$ cat src/rtl/fdscan_pkg.sv
// Shared types and constants for the FAT directory entry scanner.
package fdscan_pkg;

    localparam int unsigned MaxEntries = 65536;
    localparam int unsigned PosWidth   = 16;
    localparam int unsigned PosLimitInt =
        ((MaxEntries - 1) > 65535) ? 65535 : (MaxEntries - 1);
    localparam logic [PosWidth-1:0] PosLimit = PosWidth'(PosLimitInt);

    // verdict codes
    localparam logic [3:0] VerdictGoing    = 4'd0;
    localparam logic [3:0] VerdictFound    = 4'd1;
    localparam logic [3:0] VerdictNotFound = 4'd2;
    localparam logic [3:0] VerdictFree     = 4'd3;
    localparam logic [3:0] VerdictNotEmpty = 4'd4;
    localparam logic [3:0] VerdictEmpty    = 4'd5;
    localparam logic [3:0] VerdictListed   = 4'd6;
    localparam logic [3:0] VerdictExtend   = 4'd7;
    localparam logic [3:0] VerdictIgnored  = 4'd8;

    // scan modes
    localparam logic [1:0] ModeFind  = 2'd0;
    localparam logic [1:0] ModeFree  = 2'd1;
    localparam logic [1:0] ModeEmpty = 2'd2;
    localparam logic [1:0] ModeList  = 2'd3;

    // config register indexes
    localparam logic [1:0] CfgScanMode   = 2'd0;
    localparam logic [1:0] CfgTargetName = 2'd1;
    localparam logic [1:0] CfgTargetExt  = 2'd2;

    // status byte and attribute codes
    localparam logic [7:0] StatusEnd     = 8'h00;
    localparam logic [7:0] StatusDeleted = 8'hE5;
    localparam logic [7:0] StatusDot     = 8'h2E;
    localparam logic [3:0] AttrLongName  = 4'hF;
    localparam int unsigned AttrDirBit   = 4;

    localparam logic [63:0] NameReset = 64'h2020202020202020;
    localparam logic [23:0] ExtReset  = 24'h202020;

    typedef struct packed {
        logic        restart;
        logic [63:0] name_bytes;
        logic [23:0] ext_bytes;
        logic [7:0]  attribute_bits;
        logic [15:0] cluster_high;
        logic [15:0] cluster_low;
        logic [31:0] entry_size;
        logic        last_in_chain;
    } entry_t;

    typedef struct packed {
        logic [3:0]          verdict;
        logic [PosWidth-1:0] entry_position;
        logic [31:0]         first_cluster;
        logic [31:0]         found_size;
        logic                is_directory;
    } result_t;

    typedef struct packed {
        logic [PosWidth-1:0] position;
        logic                finished;
    } scan_state_t;

    typedef struct packed {
        logic [1:0]  scan_mode;
        logic [63:0] target_name;
        logic [23:0] target_ext;
    } scan_cfg_t;

endpackage

$ cat src/rtl/fdscan_entry_if.sv
// Handshake channel carrying one directory entry word.
interface fdscan_entry_if;
    logic                  valid;
    logic                  ready;
    fdscan_pkg::entry_t    payload;

    modport source (output valid, output payload, input ready);
    modport sink   (input valid, input payload, output ready);
endinterface

$ cat src/rtl/fdscan_result_if.sv
// Handshake channel carrying one scan result word.
interface fdscan_result_if;
    logic                  valid;
    logic                  ready;
    fdscan_pkg::result_t   payload;

    modport source (output valid, output payload, input ready);
    modport sink   (input valid, input payload, output ready);
endinterface

$ cat src/rtl/fdscan_classify.sv
// Per-entry classification and scan state update (combinational).
module fdscan_classify (
    input  fdscan_pkg::entry_t      entry,
    input  fdscan_pkg::scan_cfg_t   cfg,
    input  fdscan_pkg::scan_state_t state_cur,
    output fdscan_pkg::result_t     result,
    output fdscan_pkg::scan_state_t state_next
);
    import fdscan_pkg::*;

    scan_state_t         eff;
    logic [7:0]          status;
    logic                is_end;
    logic                is_del;
    logic                is_dot;
    logic                is_lfn;
    logic                name_match;
    logic                last;
    logic [3:0]          verdict;
    logic                terminal;
    logic                keep_fields;

    assign eff.position = entry.restart ? '0   : state_cur.position;
    assign eff.finished = entry.restart ? 1'b0 : state_cur.finished;

    assign status     = entry.name_bytes[7:0];
    assign is_end     = (status == StatusEnd);
    assign is_del     = (status == StatusDeleted);
    assign is_dot     = (status == StatusDot);
    assign is_lfn     = (entry.attribute_bits[3:0] == AttrLongName);
    assign name_match = (entry.name_bytes == cfg.target_name) &&
                        (entry.ext_bytes == cfg.target_ext);
    assign last       = entry.last_in_chain;

    always_comb
    begin
        verdict = VerdictGoing;
        unique case (cfg.scan_mode)
            ModeFind:
            begin
                if (is_end)
                    verdict = VerdictNotFound;
                else if (!is_del && name_match)
                    verdict = VerdictFound;
                else
                    verdict = last ? VerdictNotFound : VerdictGoing;
            end
            ModeFree:
            begin
                if (is_end || is_del)
                    verdict = VerdictFree;
                else
                    verdict = last ? VerdictExtend : VerdictGoing;
            end
            ModeEmpty:
            begin
                if (is_end)
                    verdict = VerdictEmpty;
                else if (is_del || is_dot)
                    verdict = last ? VerdictEmpty : VerdictGoing;
                else
                    verdict = VerdictNotEmpty;
            end
            ModeList:
            begin
                if (is_end)
                    verdict = VerdictNotFound;
                else if (is_del || is_lfn)
                    verdict = last ? VerdictNotFound : VerdictGoing;
                else
                    verdict = VerdictListed;
            end
            default:
                verdict = VerdictGoing;
        endcase
    end

    assign terminal = ((verdict != VerdictGoing) && (verdict != VerdictListed)) || last;
    assign keep_fields = !eff.finished &&
                         ((verdict == VerdictFound) || (verdict == VerdictListed));

    always_comb
    begin
        result.entry_position = eff.position;
        if (eff.finished)
        begin
            result.verdict      = VerdictIgnored;
            state_next          = eff;
        end
        else
        begin
            result.verdict      = verdict;
            state_next.position = (eff.position < PosLimit) ?
                                  eff.position + 1'b1 : eff.position;
            state_next.finished = terminal;
        end
        if (keep_fields)
        begin
            result.first_cluster = {entry.cluster_high, entry.cluster_low};
            result.found_size    = entry.entry_size;
            result.is_directory  = entry.attribute_bits[AttrDirBit];
        end
        else
        begin
            result.first_cluster = '0;
            result.found_size    = '0;
            result.is_directory  = 1'b0;
        end
    end

endmodule

$ cat src/rtl/fat_directory_entry_scanner.sv
// Top level of the FAT directory entry scanner: registers, handshake, config.
//
//  channel  dir  word                               handshake
//  -------  ---  ---------------------------------  ------------------
//  entry    in   entry_t (restart .. last_in_chain) valid / ready
//  result   out  result_t (verdict .. is_directory) valid / ready
//  cfg      in   cfg_index (2b), cfg_data (64b)     cfg_we, no wait
//
//  One word in, one result out, one per cycle sustained while result.ready
//  is high. The path runs through the entry register, then classify plus
//  scan state update into the result register. Scan state advances only
//  when a word moves into the result register. rst_n clears both valids,
//  the scan state and the config registers to their defaults. A stall on
//  result backs up into entry.ready in the same cycle; nothing is dropped.
module fat_directory_entry_scanner (
    input  logic                   clk,
    input  logic                   rst_n,
    fdscan_entry_if.sink           entry,
    fdscan_result_if.source        result,
    input  logic                   cfg_we,
    input  logic [1:0]             cfg_index,
    input  logic [63:0]            cfg_data
);
    import fdscan_pkg::*;

    // config registers
    scan_cfg_t   cfg_reg;

    // entry stage
    logic        in_vld_reg;
    entry_t      in_data_reg;

    // result stage
    logic        out_vld_reg;
    result_t     out_data_reg;

    // scan state
    scan_state_t state_reg;
    scan_state_t state_next;
    result_t     result_next;

    logic        advance;
    logic        take_in;

    // Entry stage drains when the result register is empty or being emptied.
    assign advance      = in_vld_reg && (!out_vld_reg || result.ready);
    assign entry.ready  = !in_vld_reg || advance;
    assign take_in      = entry.valid && entry.ready;

    assign result.valid   = out_vld_reg;
    assign result.payload = out_data_reg;

    always_ff @(posedge clk or negedge rst_n)
    begin
        if (!rst_n)
        begin
            cfg_reg.scan_mode   <= ModeFind;
            cfg_reg.target_name <= NameReset;
            cfg_reg.target_ext  <= ExtReset;
        end
        else if (cfg_we)
        begin
            unique case (cfg_index)
                CfgScanMode:   cfg_reg.scan_mode   <= cfg_data[1:0];
                CfgTargetName: cfg_reg.target_name <= cfg_data;
                CfgTargetExt:  cfg_reg.target_ext  <= cfg_data[23:0];
                default:       ;  // unused index: write dropped
            endcase
        end
    end

    always_ff @(posedge clk or negedge rst_n)
    begin
        if (!rst_n)
        begin
            in_vld_reg  <= 1'b0;
            out_vld_reg <= 1'b0;
            state_reg   <= '0;
        end
        else
        begin
            if (take_in)
                in_vld_reg <= 1'b1;
            else if (advance)
                in_vld_reg <= 1'b0;

            if (advance)
                out_vld_reg <= 1'b1;
            else if (result.ready)
                out_vld_reg <= 1'b0;

            if (advance)
                state_reg <= state_next;
        end
    end

    // payload registers, no reset
    always_ff @(posedge clk)
    begin
        if (take_in)
            in_data_reg <= entry.payload;
        if (advance)
            out_data_reg <= result_next;
    end

    fdscan_classify u_classify (
        .entry      (in_data_reg),
        .cfg        (cfg_reg),
        .state_cur  (state_reg),
        .result     (result_next),
        .state_next (state_next)
    );

    // entry.ready may drop only while the entry stage holds a word
    a_ready_only_when_full: assert property (@(posedge clk) disable iff (!rst_n)
        !entry.ready |-> in_vld_reg)
        else $error("entry stalled with empty entry stage");

    // entry fields are zero unless the word was found or listed
    a_fields_zeroed: assert property (@(posedge clk) disable iff (!rst_n)
        (out_vld_reg && (out_data_reg.verdict != VerdictFound) &&
         (out_data_reg.verdict != VerdictListed)) |->
        ((out_data_reg.first_cluster == '0) && (out_data_reg.found_size == '0) &&
         !out_data_reg.is_directory))
        else $error("entry fields leaked on non-reporting verdict");

    // scan can only finish on a word moving to the result stage
    a_finish_on_advance: assert property (@(posedge clk) disable iff (!rst_n)
        $rose(state_reg.finished) |-> $past(advance))
        else $error("scan finished without an advancing word");

    // a finished scan holds its position until restart
    a_finished_holds: assert property (@(posedge clk) disable iff (!rst_n)
        (advance && state_reg.finished && !in_data_reg.restart) |=>
        (state_reg.position == $past(state_reg.position)))
        else $error("position moved after scan finished");

    // position counter saturates at its limit
    a_pos_limit: assert property (@(posedge clk) disable iff (!rst_n)
        state_reg.position <= PosLimit)
        else $error("position beyond limit");

endmodule

$ cat src/flat_wrapper.sv
// flat-port wrapper written by rule: the top's interface ports become plain ports
module fat_directory_entry_scanner_flat import fdscan_pkg::*;
  (clk, rst_n, cfg_we, cfg_index, cfg_data, entry_valid, entry_payload, entry_ready, result_valid, result_payload, result_ready);
  fdscan_entry_if entry_i ();
  fdscan_result_if result_i ();
  input  logic clk;
  input  logic rst_n;
  input  logic cfg_we;
  input  logic [1:0] cfg_index;
  input  logic [63:0] cfg_data;
  input wire logic [$bits(entry_i.valid)-1:0] entry_valid;
  input wire logic [$bits(entry_i.payload)-1:0] entry_payload;
  output wire logic [$bits(entry_i.ready)-1:0] entry_ready;
  output wire logic [$bits(result_i.valid)-1:0] result_valid;
  output wire logic [$bits(result_i.payload)-1:0] result_payload;
  input wire logic [$bits(result_i.ready)-1:0] result_ready;
  assign entry_i.valid = entry_valid;
  assign entry_i.payload = entry_payload;
  assign entry_ready = entry_i.ready;
  assign result_valid = result_i.valid;
  assign result_payload = result_i.payload;
  assign result_i.ready = result_ready;
  fat_directory_entry_scanner u_core (.clk(clk), .rst_n(rst_n), .entry(entry_i), .result(result_i), .cfg_we(cfg_we), .cfg_index(cfg_index), .cfg_data(cfg_data));
endmodule
$ cat config.mk
export PLATFORM = sky130hd
export DESIGN_NAME = fat_directory_entry_scanner_flat
export DESIGN_NICKNAME = d
export VERILOG_FILES = /design/src/rtl/fdscan_pkg.sv /design/src/rtl/fdscan_entry_if.sv /design/src/rtl/fdscan_result_if.sv /design/src/rtl/fdscan_classify.sv /design/src/rtl/fat_directory_entry_scanner.sv /design/src/flat_wrapper.sv
export SDC_FILE = /design/constraint.sdc
export NUM_CORES = 1
export LEC_CHECK = 0
export BUFFER_PORTS_ARGS = -buffer_cell sky130_fd_sc_hd__buf_2
export CAP_MARGIN = 20
export CORE_AREA = 4 4 229 253
export CTS_BUF_LIST = sky130_fd_sc_hd__clkbuf_4 sky130_fd_sc_hd__clkbuf_8 sky130_fd_sc_hd__clkbuf_16
export DETAILED_ROUTE_END_ITERATION = 10
export DIE_AREA = 0 0 233 257
export PLACE_DENSITY = 0.41
export SLEW_MARGIN = 40
export SYNTH_ARGS = -nofsm -noshare
export SYNTH_HDL_FRONTEND = slang
export SYNTH_SLANG_ARGS = --single-unit
$ cat constraint.sdc
create_clock -name clk -period 12.15 [get_ports clk]
set_clock_uncertainty 0.1 [all_clocks]
set_input_delay 2.43 -clock clk [delete_from_list [all_inputs] [get_ports clk]]
set_output_delay 2.43 -clock clk [all_outputs]
set_load 0.03 [all_outputs]
==> results.tsv, run 1 <==
stage	metric	value	unit
run_status	outcome	finished, final reports clean	
die	Die ar.	0.0599	mm²
logic_synthesis	number of library cell types mapped by synthesis	45	
logic_synthesis	Primary FF master, synth	edfxtp_1	
power	Power Total	3.26	mW
placement	port buffer count	316	
cts	H-tree levels	2	
cts	CTS sink count	353	
finish	layout cell share with drive strength beyond 1	45.2	%
placement	detailed placement HPWL	24900	µm
power	Pleak	6.88	nW
logic_synthesis	Syn Area/Cell	16.1	µm²
setup_path	Worst setup SP type	primary input	
die	total core area	0.0556	mm²
detailed_routing	Starting DRT DRC Count	302	
logic_synthesis	share of the synthesized area in the top cell type	53.3	%
setup_path	Worst EP required	9.62	ns
timing	ratio of final minimum period to clock period	44.7	%
setup_path	kind of critical path	primary input to output port	
cts	root buf cell	clkbuf_16	
setup_path	slowest CP cell	buf_2	
cts	CTS Hold Bufs	0	
timing	Setup TNS Final	0	ns
setup_path	Levels on crit path	3	
min_path	WHS Path Cells	1	
timing	slew of the pin with the lowest slew margin	0.782	ns
setup_path	start point of the critical path	result_ready	
timing	pins over their slew limit	0	
cts	post-cts sizing count	0	
job	max cap viols	0	
placement	Placer Congestion	0.711	
setup_path	Crit Reg-Reg Startpoint	u_core.in_data_reg[101]	
min_path	Hold Crit Start	u_core.state_reg[2]	
cts	CTS tree	done	
die	Die Wd	233	µm
setup_path	top fanout value on the critical path	3	
min_path	worst min path class	flop to flop	
logic_synthesis	Syn Std Cell Area	0.0137	mm²
logic_synthesis	Post-synth EDFFs	244	
grt	first-pass GRT wire length	53600	µm
cts	clk slew on worst S/H paths	0.05	ns
power	internal power	2.44	mW
logic_synthesis	sequential fraction of the synthesis area	73.2	%
grt	vias in the first global route	8548	
cts	later-pin clock latency in the skew report	0.56	ns
timing	Final Setup Violations	0	
die	num ports	320	
logic_synthesis	Yosys reg bits	353	
setup_path	most used cell, CP	buf_2	
detailed_routing	Top Layer Used	met5	
setup_path	Largest delay share family, worst path	buffers and inverters	
die	starting density of the core	24.7	%
timing	Final min period	5.44	ns
logic_synthesis	synthesized instance count	856	
detailed_routing	DR WL/cell	18.4	µm
logic_synthesis	ys async rst share	30.9	%
logic_synthesis	Synth Warn #	0	
logic_synthesis	Area contributors post-synth	edfxtp_1, dfrtp_1, mux2_2	
setup_path	CP Capture Type	output port	
detailed_routing	Pre-antenna DRT Iters	4	
setup_path	Critical Path Max Stage Delay	0.20	ns
power	Seq pwr share	46.2	%
grt	initial antenna violation count	22	
setup_path	Reg2Reg Depth	8	
grt	grt ovf	0	
finish	Nets	1429	
timing	Slew headroom	47.9	%
cts	TritonCTS buffer count	44	
cts	postcts setup bufs	0	
power	logic gate share of total power	13.3	%
power	IR Drop Worst-Case VDD	0.104	mV
logic_synthesis	top-count cell post-synth	edfxtp_1	
grt	Total GRT Usage	11.8	%
die	Die Ht	257	µm
timing	unrepaired setup endpoints after global routing	no	
finish	final core utilization	31.9	%
power	clock network fraction of total power	40.5	%
finish	Layout area overhead	29.1	%
detailed_routing	routed vias	8123	
setup_path	CP Cell Sequence	buf_2 > nand3b_1 > buf_2	
grt	pin count of the biggest net entering global routing	70	
logic_synthesis	area leader, netlist	edfxtp_1	
timing	FMAX	184	MHz
setup_path	WP data arrival	2.91	ns
power	Sw Pwr	826	µW
detailed_routing	wl on met1	14600	µm
detailed_routing	Antenna Nets Post-Route	0	
logic_synthesis	synth cell count leaders	edfxtp_1, dfrtp_1, mux2_2	
detailed_routing	DR WL met3	3480	µm
cts	clk buf depth	3	
die	row count	91	
power	sw frac	25.3	%
detailed_routing	WL met2	17500	µm
detailed_routing	remaining routing DRC violations	0	
detailed_routing	Via density	4.10	
detailed_routing	Post-Route WL	36400	µm
logic_synthesis	Syn Nets	1090	
finish	max FFs per register	159	
power	Pwr per Cell Area	184	mW/mm²
timing	final hold vios	0	
setup_path	worst path bufs/invs	2	
## routing by layer
metal,up-vias,track usage [%]
met5,-,0
met4,26,3.07
met3,77,5.29
met2,264,19.8
met1,3917,13.8
li1,3839,-
## worst paths after layout
kind | slack (ns) | end
worst max-delay path | 6.71 | entry_ready
worst min-delay path | 0.40 | u_core.state_reg[2]
worst max register to register | 8.70 | u_core.result.payload[51]
worst min register to register | 0.40 | u_core.state_reg[2]
max in group asynchronous | 9.14 | u_core.state_reg[5]
min in group asynchronous | 1.75 | u_core.cfg_reg[74]
## worst reg2reg max path, stage by stage, from the launching register on
cell and delay, ns:
edfxtp_1 0.41, xnor2_1 0.32, nand4_1 0.13, nor4_1 0.63, nand4_1 0.31, o31a_1 0.37
o21ai_4 0.13, buf_6 0.55, a21oi_1 0.21
## placed cells by master (no fill, tap or decap), types with 3 or more instances in the layout
cell	count
xor2_1	15
and3_1	5
inv_1	3
and2_1	3
nand2b_1	3
clkbuf_4	12
a21oi_1	30
xnor2_1	86
a21oi_2	40
mux2_2	91
nand3b_1	3
diode_2	10
nor2b_1	17
clkinvlp_4	3
clkbuf_16	45
buf_6	8
nand3_1	5
nor3b_1	3
edfxtp_1	244
nor3_1	5
clkinv_1	6
dfrtp_1	98
nand2_1	89
nand4_1	28
dfstp_2	11
nor2_1	9
clkinv_2	7
buf_2	315
nor4_1	7
a31oi_1	3
bufinv_16	5
## final cells by class
type / instances / area [µm²]
clock inverter: 22 / 239
clock buffer: 58 / 1230
inverter: 4 / 17.5
tap: 744 / 931
multi-input combinational: 465 / 3510
fill: 5610 / 37800
timing repair buffer: 327 / 1720
sequential: 353 / 10100
antenna: 10 / 25.0
## power groups by stage
stage,Clock (mW),Sequential (mW),Combinational (mW)
final,1.32,1.51,0.435
after global routing,1.42,1.52,0.480
after CTS,1.37,1.51,0.449
after detailed placement,0,1.53,0.447
after global placement,0,1.53,0.444
after floorplan,0,1.58,0.233
## metrics by stage
step / instance area, µm² / std cells / setup slack [ns] / hold WS [ns]
2_1_floorplan: 13700 / 856 / 5.07 / 0.357
3_3_place_gp: 16200 / 1890 / 6.71 / 0.384
3_5_place_dp: 16200 / 1892 / 6.72 / 0.391
4_1_cts: 17700 / 1972 / 6.71 / 0.403
5_1_grt: 17700 / 1973 / 6.69 / 0.431
6_report: 17700 / 1983 / 6.71 / 0.398
## kinds of logic (layout without fill, tap and decap cells)
logic type | count (synthesis) | in the layout | share of synthesized area [%]
DFF | 353 | 353 | 73.2
and+or+nand+nor | 187 | 187 | 6.92
xor gates and xnor gates | 101 | 101 | 6.44
muxes | 91 | 91 | 7.45
AOI/OAI and AO/OA | 85 | 85 | 4.49
buffers and inverters | 38 | 411 | 1.37
adders and majority gates | 1 | 1 | 0.0910
other | 0 | 10 | 0
(Power assumes the default switching activity.)
==> run 2, diff against run 1 <==
--- a/config.mk
+++ b/config.mk
@@ -11,7 +11,7 @@
 export CTS_BUF_LIST = sky130_fd_sc_hd__clkbuf_4 sky130_fd_sc_hd__clkbuf_8 sky130_fd_sc_hd__clkbuf_16
 export DETAILED_ROUTE_END_ITERATION = 10
 export DIE_AREA = 0 0 233 257
-export PLACE_DENSITY = 0.41
+export PLACE_DENSITY = 0.42
 export SLEW_MARGIN = 40
 export SYNTH_ARGS = -nofsm -noshare
 export SYNTH_HDL_FRONTEND = slang
==> constraint.sdc (replaced) <==
create_clock -name clk -period 4.5 [get_ports clk]
set_clock_uncertainty 0.1 [all_clocks]
set_input_delay 0.9 -clock clk [delete_from_list [all_inputs] [get_ports clk]]
set_output_delay 0.9 -clock clk [all_outputs]
set_load 0.03 [all_outputs]
==> run 2 against run 1 <==
Against the previous run:
- register-to-register slack worse by 7.3 ns
- final area shrank 0.17%
- largest cell class unchanged
- critical endpoint is now u_core.result.payload[48]
- largest power group unchanged
- worst setup slack got worse by 5.3 ns
==> results.tsv, run 2 (same netlist as run 1, synthesis figures left out) <==
stage	metric	value	unit
placement	port buffer count	316	
setup_path	worst reg2reg setup slack	1.39	ns
setup_path	Crit Reg-Reg Startpoint	u_core.cfg_reg[85]	
power	Power Total	8.62	mW
setup_path	Worst EP required	4.79	ns
timing	final hold vios	0	
timing	pins over their slew limit	0	
finish	number of fillers in the final layout	5645	
detailed_routing	remaining routing DRC violations	0	
die	Die ar.	0.0599	mm²
finish	layout cell share with drive strength beyond 1	45.3	%
setup_path	Critical Path Max Stage Delay	0.81	ns
finish	most frequent cells in the layout	buf_2, edfxtp_1, dfrtp_1, mux2_2, nand2_1	
setup_path	R2R Path End	u_core.result.payload[48]	
placement	Placer Congestion	0.712	
cts	clk buf depth	3	
grt	Total GRT Usage	12.0	%
finish	Nets	1432	
setup_path	start point of the critical path	u_core.cfg_reg[85]	
min_path	worst min path class	primary input to asynchronous set/reset pin	
setup_path	Reg2Reg Depth	7	
finish	Layout area overhead	28.9	%
die	starting density of the core	24.7	%
detailed_routing	Via density	4.10	
detailed_routing	Starting DRT DRC Count	377	
power	Pwr per Cell Area	487	mW/mm²
setup_path	WP data arrival	3.40	ns
placement	detailed placement HPWL	25600	µm
setup_path	slowest CP cell	or4b_4	
timing	Setup TNS Final	0	ns
die	row count	91	
die	Die Ht	257	µm
timing	slew of the pin with the lowest slew margin	0.806	ns
job	max cap viols	0	
die	total core area	0.0556	mm²
finish	sequential cell area	0.0101	mm²
setup_path	worst path bufs/invs	1	
cts	TritonCTS buffer count	41	
detailed_routing	routed vias	8135	
grt	grt ovf	0	
timing	Final min period	3.11	ns
detailed_routing	Antenna Nets Post-Route	0	
cts	CTS tree	done	
grt	first-pass GRT wire length	54500	µm
timing	FMAX	322	MHz
cts	later-pin clock latency in the skew report	0.55	ns
cts	CTS sink count	353	
detailed_routing	Pre-antenna DRT Iters	4	
placement	total placed instance area	0.0163	mm²
run_status	outcome	finished, final reports clean	
power	IR Drop Worst-Case VDD	0.243	mV
setup_path	Largest delay share family, worst path	simple AND/OR/NAND/NOR gates	
finish	commonest non-fill, non-tap cell in the layout	buf_2	
power	Pleak	6.88	nW
finish	Finished Cell Area	0.0177	mm²
die	num ports	320	
cts	clk slew on worst S/H paths	0.06	ns
setup_path	CP Cell Sequence	xnor2_1 > nand4_1 > nor4_1 > nand4_1 > or4b_4 > buf_12 > a21oi_1	
setup_path	most used cell, CP	nand4_1	
setup_path	Levels on crit path	7	
grt	initial antenna violation count	22	
cts	post-cts sizing count	0	
cts	postcts setup bufs	0	
detailed_routing	Post-Route WL	36600	µm
setup_path	Worst setup SP type	flop	
timing	tightest hold margin	0.276	ns
cts	H-tree levels	2	
setup_path	kind of critical path	flop to flop	
timing	ratio of final minimum period to clock period	69.0	%
grt	pin count of the biggest net entering global routing	68	
grt	vias in the first global route	8695	
timing	Slew headroom	46.2	%
die	Die Wd	233	µm
cts	CTS Hold Bufs	0	
cts	root buf cell	clkbuf_16	
timing	Final Setup Violations	0	
setup_path	Worst Setup EP	u_core.result.payload[48]	
detailed_routing	DR WL/cell	18.5	µm
finish	max FFs per register	159	
timing	unrepaired setup endpoints after global routing	no	
setup_path	top fanout value on the critical path	33	
setup_path	CP Capture Type	flop	
finish	area of the multi-input gates	0.00351	mm²
## run 2: changes by cell type in the layout (fill, tap and decap cells not counted), sizes merged
cell / delta
clkinvlp: -1
inv: +1
buf: +6
diode: -1
clkinv: -2
bufinv: -2
## run 2: metal layers
metal	routed length, µm	global-route usage, %
met1	14600	14.4
met2	17600	19.8
met3	3430	5.17
met4	799	3.11
met5	146	0
## run 2: power breakdown
| part | switching [mW] | internal [mW] |
|---|---|---|
| sequential | 0.177 | 3.89 |
| combinational | 0.708 | 0.489 |
| clock | 1.32 | 2.04 |
## run 2: area by class of cell
| class | instances | area share [%] |
|---|---|---|
| Sequential cell | 353 | 56.8 |
| Multi-Input combinational cell | 465 | 19.8 |
| Timing Repair Buffer | 333 | 10.1 |
| Clock buffer | 58 | 6.78 |
| Tap cell | 744 | 5.26 |
| Clock inverter | 18 | 0.947 |
| Antenna cell | 9 | 0.127 |
| Inverter | 4 | 0.0989 |
## run 2: worst min-delay path by stage
stage                     slack [ns]  cells after the start             endpoint
after floorplan                 0.36                      1  u_core.result.valid
after global placement          0.37                      1  u_core.result.valid
after detailed placement        0.39                      1  u_core.result.valid
after CTS                       0.29                      1   u_core.cfg_reg[87]
after global routing            0.30                      1   u_core.cfg_reg[87]
final                           0.28                      1   u_core.cfg_reg[87]
## run 2: per-stage QoR
step	cells	utilization [%]	setup WS, ns
3_3_place_gp	1896	29.3	1.13
5_1_grt	1979	31.9	1.11
2_1_floorplan	856	-	0.152
3_5_place_dp	1898	29.4	1.17
6_report	1984	31.9	1.39
4_1_cts	1974	31.8	1.25
